===== src/xrr_pkg.sv =====
// ----------------------------------------------------------------------------
// xrr_pkg
// Shared constants and types for the xorshift64 range random block.
// ----------------------------------------------------------------------------
package xrr_pkg;

  localparam int STATE_W   = 64;
  localparam int BOUND_W   = 32;
  localparam int SPAN_W    = BOUND_W + 1;  // max - min + 1 reaches 2^32
  localparam int DIV_CNT_W = $clog2(STATE_W + 1);

  localparam logic [STATE_W-1:0] DEFAULT_SEED = 64'd88172645463325252;

  localparam int SHIFT_A = 13;  // left
  localparam int SHIFT_B = 7;   // right
  localparam int SHIFT_C = 17;  // left

  // status of the modulo unit
  typedef struct packed {
    logic busy;
    logic done;  // one-cycle pulse, remainder valid
  } xrr_div_stat_t;

endpackage


===== src/xrr_mod.sv =====
// ----------------------------------------------------------------------------
// xrr_mod
// Restoring modulo unit: 64-bit dividend mod 33-bit divisor, one bit a cycle.
// ----------------------------------------------------------------------------
module xrr_mod (
  input  logic                          clk,
  input  logic                          rst_n,
  input  logic                          start,
  input  logic [xrr_pkg::STATE_W-1:0]   dividend,
  input  logic [xrr_pkg::SPAN_W-1:0]    divisor,
  output xrr_pkg::xrr_div_stat_t        stat,
  output logic [xrr_pkg::SPAN_W-1:0]    remainder
);
  import xrr_pkg::*;

  logic [SPAN_W:0]      rem_r, rem_nxt;
  logic [STATE_W-1:0]   dvd_r;
  logic [SPAN_W-1:0]    dsr_r;
  logic [DIV_CNT_W-1:0] cnt_r;
  logic                 busy_r, done_r;
  logic [SPAN_W:0]      trial;

  // shift in next dividend bit, subtract divisor when it fits
  always_comb begin
    trial = {rem_r[SPAN_W-1:0], dvd_r[STATE_W-1]};
    if (trial >= {1'b0, dsr_r}) begin
      rem_nxt = trial - {1'b0, dsr_r};
    end else begin
      rem_nxt = trial;
    end
  end

  always_ff @(posedge clk) begin
    if (!rst_n) begin
      busy_r <= 1'b0;
      done_r <= 1'b0;
      cnt_r  <= '0;
    end else begin
      done_r <= 1'b0;
      if (start) begin
        busy_r <= 1'b1;
        cnt_r  <= DIV_CNT_W'(STATE_W);
        rem_r  <= '0;
        dvd_r  <= dividend;
        dsr_r  <= divisor;
      end else if (busy_r) begin
        rem_r <= rem_nxt;
        dvd_r <= {dvd_r[STATE_W-2:0], 1'b0};
        cnt_r <= cnt_r - 1'b1;
        if (cnt_r == DIV_CNT_W'(1)) begin
          busy_r <= 1'b0;
          done_r <= 1'b1;
        end
      end
    end
  end

  assign stat.busy = busy_r;
  assign stat.done = done_r;
  assign remainder = rem_r[SPAN_W-1:0];

endmodule


===== src/xorshift64_range_random.sv =====
// ----------------------------------------------------------------------------
// xorshift64_range_random
// Random integer in a signed inclusive range from a 64-bit xorshift generator.
// ----------------------------------------------------------------------------
// Usage:
//   in_*  : one request beat, tdata = {maximum, minimum} (minimum in [31:0]).
//   out_* : one result beat per request, tdata = {raw_random, value}
//           (value in [31:0], raw_random in [95:32]).
//   cfg_* : writing the seed reloads the generator at once; zero loads the
//           default seed. Write only while the block is idle.
// Sequence:
//   Non-empty range: after the accept, the xor-shift passes (one
//   shared shifter, one xor-shift per cycle), a start state, the
//   bit-serial modulo unit's 64-step loop, a state to take the remainder
//   and the output load; the next request is taken once the block is back
//   in idle, so one request is in flight at a time.
//   Empty range (maximum <= minimum): straight to the output load,
//   generator untouched.
//   in_tready is high only when no request is in flight.
// Reset: generator state goes to the default seed, no result pending.
// Stall: a finished result sits in the output register; a new request may be
//   accepted meanwhile, and its result waits, with in_tready low, until the
//   old beat is taken.
// ----------------------------------------------------------------------------
module xorshift64_range_random (
  input  logic        clk,
  input  logic        rst_n,
  // request: [31:0] minimum, [63:32] maximum
  input  logic        in_tvalid,
  output logic        in_tready,
  input  logic [63:0] in_tdata,
  // result: [31:0] value, [95:32] raw_random
  output logic        out_tvalid,
  input  logic        out_tready,
  output logic [95:0] out_tdata,
  // seed register
  input  logic        cfg_we,
  input  logic [63:0] cfg_wdata
);
  import xrr_pkg::*;

  // sequencer states
  localparam logic [2:0] S_IDLE   = 3'd0;
  localparam logic [2:0] S_XS     = 3'd1;  // three xor-shift passes
  localparam logic [2:0] S_DIV_GO = 3'd2;  // kick modulo unit
  localparam logic [2:0] S_DIV    = 3'd3;  // wait for remainder
  localparam logic [2:0] S_FIN    = 3'd4;  // load output register

  logic [2:0]         st_r;
  logic [1:0]         ph_r;           // xorshift pass
  logic [STATE_W-1:0] gen_r;          // generator state
  logic [BOUND_W-1:0] lo_r;
  logic [SPAN_W-1:0]  span_r;
  logic [BOUND_W-1:0] off_r;          // remainder, 0 for empty range
  logic               out_valid_r;
  logic [95:0]        out_data_r;

  logic signed [BOUND_W-1:0] in_lo, in_hi;
  logic [SPAN_W-1:0]  in_span;
  logic               in_empty;
  logic               in_acc, out_acc, out_free;

  // shared shifter
  logic [STATE_W-1:0] shf;
  logic [STATE_W-1:0] gen_step;

  xrr_div_stat_t      dstat;
  logic [SPAN_W-1:0]  drem;

  assign in_lo    = in_tdata[BOUND_W-1:0];
  assign in_hi    = in_tdata[2*BOUND_W-1:BOUND_W];
  assign in_empty = (in_hi <= in_lo);
  // 33-bit difference of sign-extended bounds, plus one
  assign in_span  = {in_hi[BOUND_W-1], in_hi} - {in_lo[BOUND_W-1], in_lo} + SPAN_W'(1);

  assign in_tready = (st_r == S_IDLE);
  assign in_acc    = in_tvalid && in_tready;
  assign out_acc   = out_valid_r && out_tready;
  assign out_free  = !out_valid_r || out_tready;

  always_comb begin
    case (ph_r)
      2'd0:    shf = gen_r << SHIFT_A;
      2'd1:    shf = gen_r >> SHIFT_B;
      default: shf = gen_r << SHIFT_C;
    endcase
    gen_step = gen_r ^ shf;
  end

  xrr_mod u_mod (
    .clk       (clk),
    .rst_n     (rst_n),
    .start     (st_r == S_DIV_GO),
    .dividend  (gen_r),
    .divisor   (span_r),
    .stat      (dstat),
    .remainder (drem)
  );

  always_ff @(posedge clk) begin
    if (!rst_n) begin
      st_r        <= S_IDLE;
      ph_r        <= '0;
      gen_r       <= DEFAULT_SEED;
      out_valid_r <= 1'b0;
    end else begin
      if (out_acc) begin
        out_valid_r <= 1'b0;
      end

      case (st_r)
        S_IDLE: begin
          if (in_acc) begin
            lo_r   <= in_lo;
            span_r <= in_span;
            ph_r   <= '0;
            if (in_empty) begin
              off_r <= '0;
              st_r  <= S_FIN;
            end else begin
              st_r <= S_XS;
            end
          end
        end
        S_XS: begin
          gen_r <= gen_step;
          ph_r  <= ph_r + 2'd1;
          if (ph_r == 2'd2) begin
            st_r <= S_DIV_GO;
          end
        end
        S_DIV_GO: begin
          st_r <= S_DIV;
        end
        S_DIV: begin
          if (dstat.done) begin
            off_r <= drem[BOUND_W-1:0];  // remainder < 2^32
            st_r  <= S_FIN;
          end
        end
        S_FIN: begin
          if (out_free) begin
            out_data_r  <= {gen_r, lo_r + off_r};
            out_valid_r <= 1'b1;
            st_r        <= S_IDLE;
          end
        end
        default: begin
          st_r <= S_IDLE;
        end
      endcase

      // seed write, to be issued only while idle; the block itself does not enforce this
      if (cfg_we) begin
        gen_r <= (cfg_wdata == '0) ? DEFAULT_SEED : cfg_wdata;
      end
    end
  end

  assign out_tvalid = out_valid_r;
  assign out_tdata  = out_data_r;

endmodule


===== config.mk =====
export PLATFORM = sky130hd
export DESIGN_NAME = xorshift64_range_random
export DESIGN_NICKNAME = d
export VERILOG_FILES = /design/src/xrr_pkg.sv /design/src/xrr_mod.sv /design/src/xorshift64_range_random.sv
export SDC_FILE = /design/constraint.sdc
export NUM_CORES = 1
export LEC_CHECK = 0
export BUFFER_PORTS_ARGS = -buffer_cell sky130_fd_sc_hd__buf_4
export CAP_MARGIN = 20
export CORE_MARGIN = 5
export CORE_UTILIZATION = 38
export DETAILED_ROUTE_END_ITERATION = 10
export GPL_ROUTABILITY_DRIVEN = 0
export SLEW_MARGIN = 30
export SYNTH_ARGS = -nofsm -noshare
export SYNTH_HDL_FRONTEND = slang
export SYNTH_HIERARCHICAL = 1
export SYNTH_SLANG_ARGS = --single-unit

===== constraint.sdc =====
create_clock -name clk -period 7.5 [get_ports clk]
set_input_delay 1.5 -clock clk [delete_from_list [all_inputs] [get_ports clk]]
set_output_delay 1.5 -clock clk [all_outputs]
set_load 0.005 [all_outputs]

; ---- Word level (Yosys, flattened, before mapping)
; Index checks and enable logic that the tools add are counted.
; W data, S select, Z words.
[op_classes]
order_cmp = 2
add_sub_neg = 6
mux = 29
reduce_logical = 20
n_eq_ne = 12
bitwise = 3
[ops]
columns = cell, n
row1 = $mux W64, 5
row2 = $pmux W64 S2, 1
row3 = $mux W32, 3
row4 = $mux W33, 2
row5 = $logic_not A64 Y1, 1
row6 = $pmux W32 S2, 1
row7 = $xor A64 B64 Y64, 1
row8 = $ge A34 B33 Y1, 1
row9 = $add A33 B1 Y33 const B, 1
row10 = $sub A32 B32 Y33, 1
row11 = $sub A33 B33 Y33, 1
row12 = $add A32 B32 Y32, 1
row13 = $le A32 B32 Y1, 1
row14 = $mux W3, 5
row15 = $pmux W3 S5, 1
row16 = $mux W7, 2
row17 = $reduce_bool A2 Y1, 4
row18 = $eq A7 B1 Y1 const B, 1
row19 = $mux W1, 7
row20 = $sub A7 B1 Y7 const B, 1
row21 = $eq A3 B2 Y1 const B, 2
row22 = $ne A2 B1 Y1 const B, 3
row23 = $reduce_and A2 Y1, 3
row24 = $reduce_and A3 Y1, 2
row25 = other kinds (18), 21
[word_totals]
output_inout_bits = 98
wordCells = 87
register_bits = 402
input_bits = 133

; ---- Logic depth before layout (Yosys ltp)
[depth]
ltp_word = 5
ltp_mapped = 14
depth_no_buf = 14

; ---- Cells and area by module
; Netlist, hierarchy kept.
[by_module_without_submodules]
columns = module, area_per_inst_um2, cells_per_inst, seq_area_each_um2, n_inst
row1 = xorshift64_range_random, 14571.5, 1394, 7196.9, 1
row2 = xrr_mod, 7671.1, 675, 4083.9, 1

; ---- Worst setup path after synthesis
; OpenSTA, ideal clock, no wires.
[synth_path]
path_kind = in2reg
startpoint = input rst_n
endpoint = register out_data_r[0], in the netlist out_tdata[0], enable pin
required_ns = 6.949
setup_ns = 0.551
path_buffers = 2
arrival_ns = 6.144
setup_slack_ns = 0.804
stages = 4
cell_sequence = clkbuf_1 -> clkbuf_1 -> nand3_1 -> nor2_1
[synth_between]
elab_chain_len = 1
[synth_lines]
columns = element, line
row1 = from (decl), xorshift64_range_random.sv:27  ; input logic rst_n,
row2 = $reduce_and A3 Y1 (no source line), --
row3 = to (signal assigned), xorshift64_range_random.sv:143  ; out_data_r <= {gen_r, lo_r + off_r};
row4 = to (decl), xorshift64_range_random.sv:56  ; logic [95:0] out_data_r;
; Every way passes these cells.
; A chain may end at the register's enable or synchronous reset.

; ---- Worst setup path after layout
[layout_path]
startpoint = input in_tdata[2]
endpoint = register span_r[25], data pin
[layout_between]
elab_chain_len = 2
[layout_lines]
columns = element, line
row1 = from (decl), xorshift64_range_random.sv:31  ; input logic [63:0] in_tdata,
row2 = $sub A32 B32 Y33, xorshift64_range_random.sv:74  ; assign in_span = {in_hi[BOUND_W-1], in_hi} - {in_lo[BOUND_W-1], in_lo} + SPAN_W'(1);
row3 = $add A33 B1 Y33, xorshift64_range_random.sv:74
row4 = via in_span[25], xorshift64_range_random.sv:59  ; logic [SPAN_W-1:0] in_span;
row5 = to (signal assigned), xorshift64_range_random.sv:115  ; span_r <= in_span;
row6 = to (decl), xorshift64_range_random.sv:53  ; logic [SPAN_W-1:0] span_r;
; The timed path passes the listed nets, and every way through them passes these cells.

==> flow_metrics.py <==
metrics = {
    "grt": {
        "antenna_found_initial": 2,
        "grt.total_usage_pct": 17.70,
        "met1_usage_pct": 24.52,
        "grt-busiest-layer": "met2",
        "grt_first_pass_wirelength_mm": 89.97,
        "met2_usage_pct": 28.76,
        "grt_util_met3_pct": 2.835,
        "grt_max_degree": 79,
        "overflow": 0,
        "first_global_vias": 16077,
    },
    "critical_path": {
        "slowest_delay_ps": 560,
        "crit_type": "in2reg",
        "crit_path_max_fanout": 4,
        "critPathSlowestCell": "fa_1",
        "crit_path_cell_trace": "buf_4 > inv_1 > ha_1 > inv_1 > fa_1 > o21bai_1 > a21oi_1 > o31ai_1 > a2111oi_2 > nor2_1 > a2111oi_0 > nor3_1 > xor2_1",
        "worstSetupEndpoint": "span_r[25]",
        "r2r_slack_ps": 3950,
        "cp-start-kind": "input pin",
        "crit_start": "in_tdata[2]",
        "rr_startpoint": "u_mod/rem_r[0]",
        "reg2reg_to": "u_mod/rem_r[31]",
        "required_ps": 7830,
        "cp.arrival_ps": 4710,
        "path_common_cell": "inv_1",
        "rr_worst_depth": 9,
        "cp-end-kind": "flop",
    },
    "clock_tree": {
        "clk-insertion-delay-late_ps": 590,
        "cts_sinks": 402,
        "root_buffer": "clkbuf_16",
        "path_clk_slew_ps": 60,
        "cts_tree": "built",
        "hold_buffers": 0,
        "cts_setup_buffers": 0,
        "h-tree-depth": 2,
        "clk_path_buf_depth": 3,
        "postCtsResizedCells": 0,
        "cts_buffers": 46,
    },
    "timing": {
        "tightestPinTransition_ps": 938.8,
        "slew_headroom_pct": 37.26,
        "fmax_mhz": 228.1,
        "hold_viol": 0,
        "final.setup.tns_ps": 0,
        "worst_clock_skew_ps": 23.83,
        "setup_viol": 0,
        "min_period_over_period_pct": 58.47,
        "drv_slew": 0,
        "rsz0062_at_grt": "no",
        "period_needed_ps": 4385,
    },
    "outcome": {
        "status": "finished clean",
    },
    "final_layout": {
        "drive_above_1_share_pct": 17.56,
        "areaGrowthSynthToFinish_pct": 17.72,
        "fillers": 5377,
        "nets": 2555,
        "utilization_pct": 45.28,
    },
    "routing": {
        "wirelength_mm": 58.12,
        "vias_per_cell": 5.383,
        "ant_nets": 0,
        "vias": 16547,
        "dr.first_iter.drc_count": 1343,
        "dr.pass1.iters": 5,
        "drc_errors": 0,
        "wl_per_cell_um": 18.91,
    },
    "pwr": {
        "power_density_nw_per_um2": 213.4,
        "p_leak_nw": 10.06,
        "ir_drop_v": 0.0001792,
    },
    "floorplanning": {
        "core_area_um2": 57810,
        "die_width_um": 251.9,
        "dieHeight_um": 251.9,
        "io_pins": 231,
        "die_area_um2": 63450,
        "start_util_pct": 38.47,
        "rows": 88,
    },
    "min_path": {
        "hp-class": "reg2reg",
    },
    "logic_synthesis": {
        "synth_nets": 2354,
        "yosysWarnings": 6,
        "synth_cells": 2068,
        "avgSynthCellArea_um2": 10.75,
        "synth_area_um2": 22240,
    },
    "placement": {
        "port_buffers": 230,
        "post-dp-hpwl_mm": 43.35,
    },
    "flow_run": {
        "maxCapViolCount": 0,
    },
}
-- worst min-delay path by stage --
stage	startpoint	endpoint	cells after the start
6_report	span_r[12]	u_mod/dsr_r[12]	0
5_1_grt	span_r[11]	u_mod/dsr_r[11]	0
2_1_floorplan	span_r[0]	u_mod/dsr_r[0]	0
4_1_cts	span_r[9]	u_mod/dsr_r[9]	0
3_3_place_gp	span_r[4]	u_mod/dsr_r[4]	0
3_5_place_dp	span_r[0]	u_mod/dsr_r[0]	0
-- cells in the final DEF, fill, tap and decap left out, drive strengths merged, types with 22 or more instances in the layout --
cell,instances
edfxtp,323
a22oi,45
a21oi,166
nand3,31
nor2,93
o21ai,102
nor3,22
inv,125
nand4,25
clkbuf,59
mux2,63
a21o,26
dfxtp,79
buf,245
and2,80
xnor2,79
nand2,231
o22ai,30
ha,135
xor2,58
-- worst max-delay path: cells and delay by family --
kind | cells | cell delay, ps
AND/OR/NAND/NOR | 2 | 310
XOR/XNOR | 1 | 170
buffers and inverters | 3 | 290
AO/OA/AOI/OAI | 5 | 1690
adder cells (fa/ha/maj) | 2 | 750
-- flip-flops by register name (all words and copies together), names as in the netlist --
signal	cells
out_tdata	96
lo_r	32
u_mod/dsr_r	33
u_mod/busy_r	1
off_r	32
gen_r	64
out_tvalid	1
u_mod/rem_r	33
ph_r	2
span_r	33
u_mod/dvd_r	64
st_r	3
u_mod/done_r	1
u_mod/cnt_r	7
-- where the power goes --
group	switching [mW]	internal (mW)
logic	0.460	0.348
clock network	0.929	1.21
registers	0.107	2.53
total	1.50	4.09
-- metrics by stage --
stage	area, um2	std cells	power, mW	worst slack, ps	hold slack [ps]
4_1_cts	26170	3072	5.651	3228	415.9
6_report	26180	3074	5.585	3115	413.3
5_1_grt	26180	3074	5.847	2984	422.9
2_1_floorplan	22240	2068	3.190	804.4	400.3
3_3_place_gp	24710	2986	3.475	2723	400.4
3_5_place_dp	24710	2986	3.491	2644	404.5
-- layer usage --
layer,vias to the layer above,part of all wire [%]
met2,644,46
met1,7832,44
met5,-,0
li1,7969,-
met4,0,2.9
met3,102,7.0
-- layout make-up --
| type | instances | area [um2] | share of cell area, % |
|---|---|---|---|
| antenna | 2 | 5.005 | 0.01912 |
| clock buffer | 59 | 1220 | 4.661 |
| clock inverter | 27 | 241.5 | 0.9226 |
| inverter | 121 | 454.2 | 1.735 |
| multi-input combinational | 1453 | 10180 | 38.88 |
| sequential | 402 | 11280 | 43.10 |
| tap | 765 | 957.2 | 3.657 |
| timing repair buffer | 245 | 1839 | 7.027 |
(Power assumes the default switching activity.)
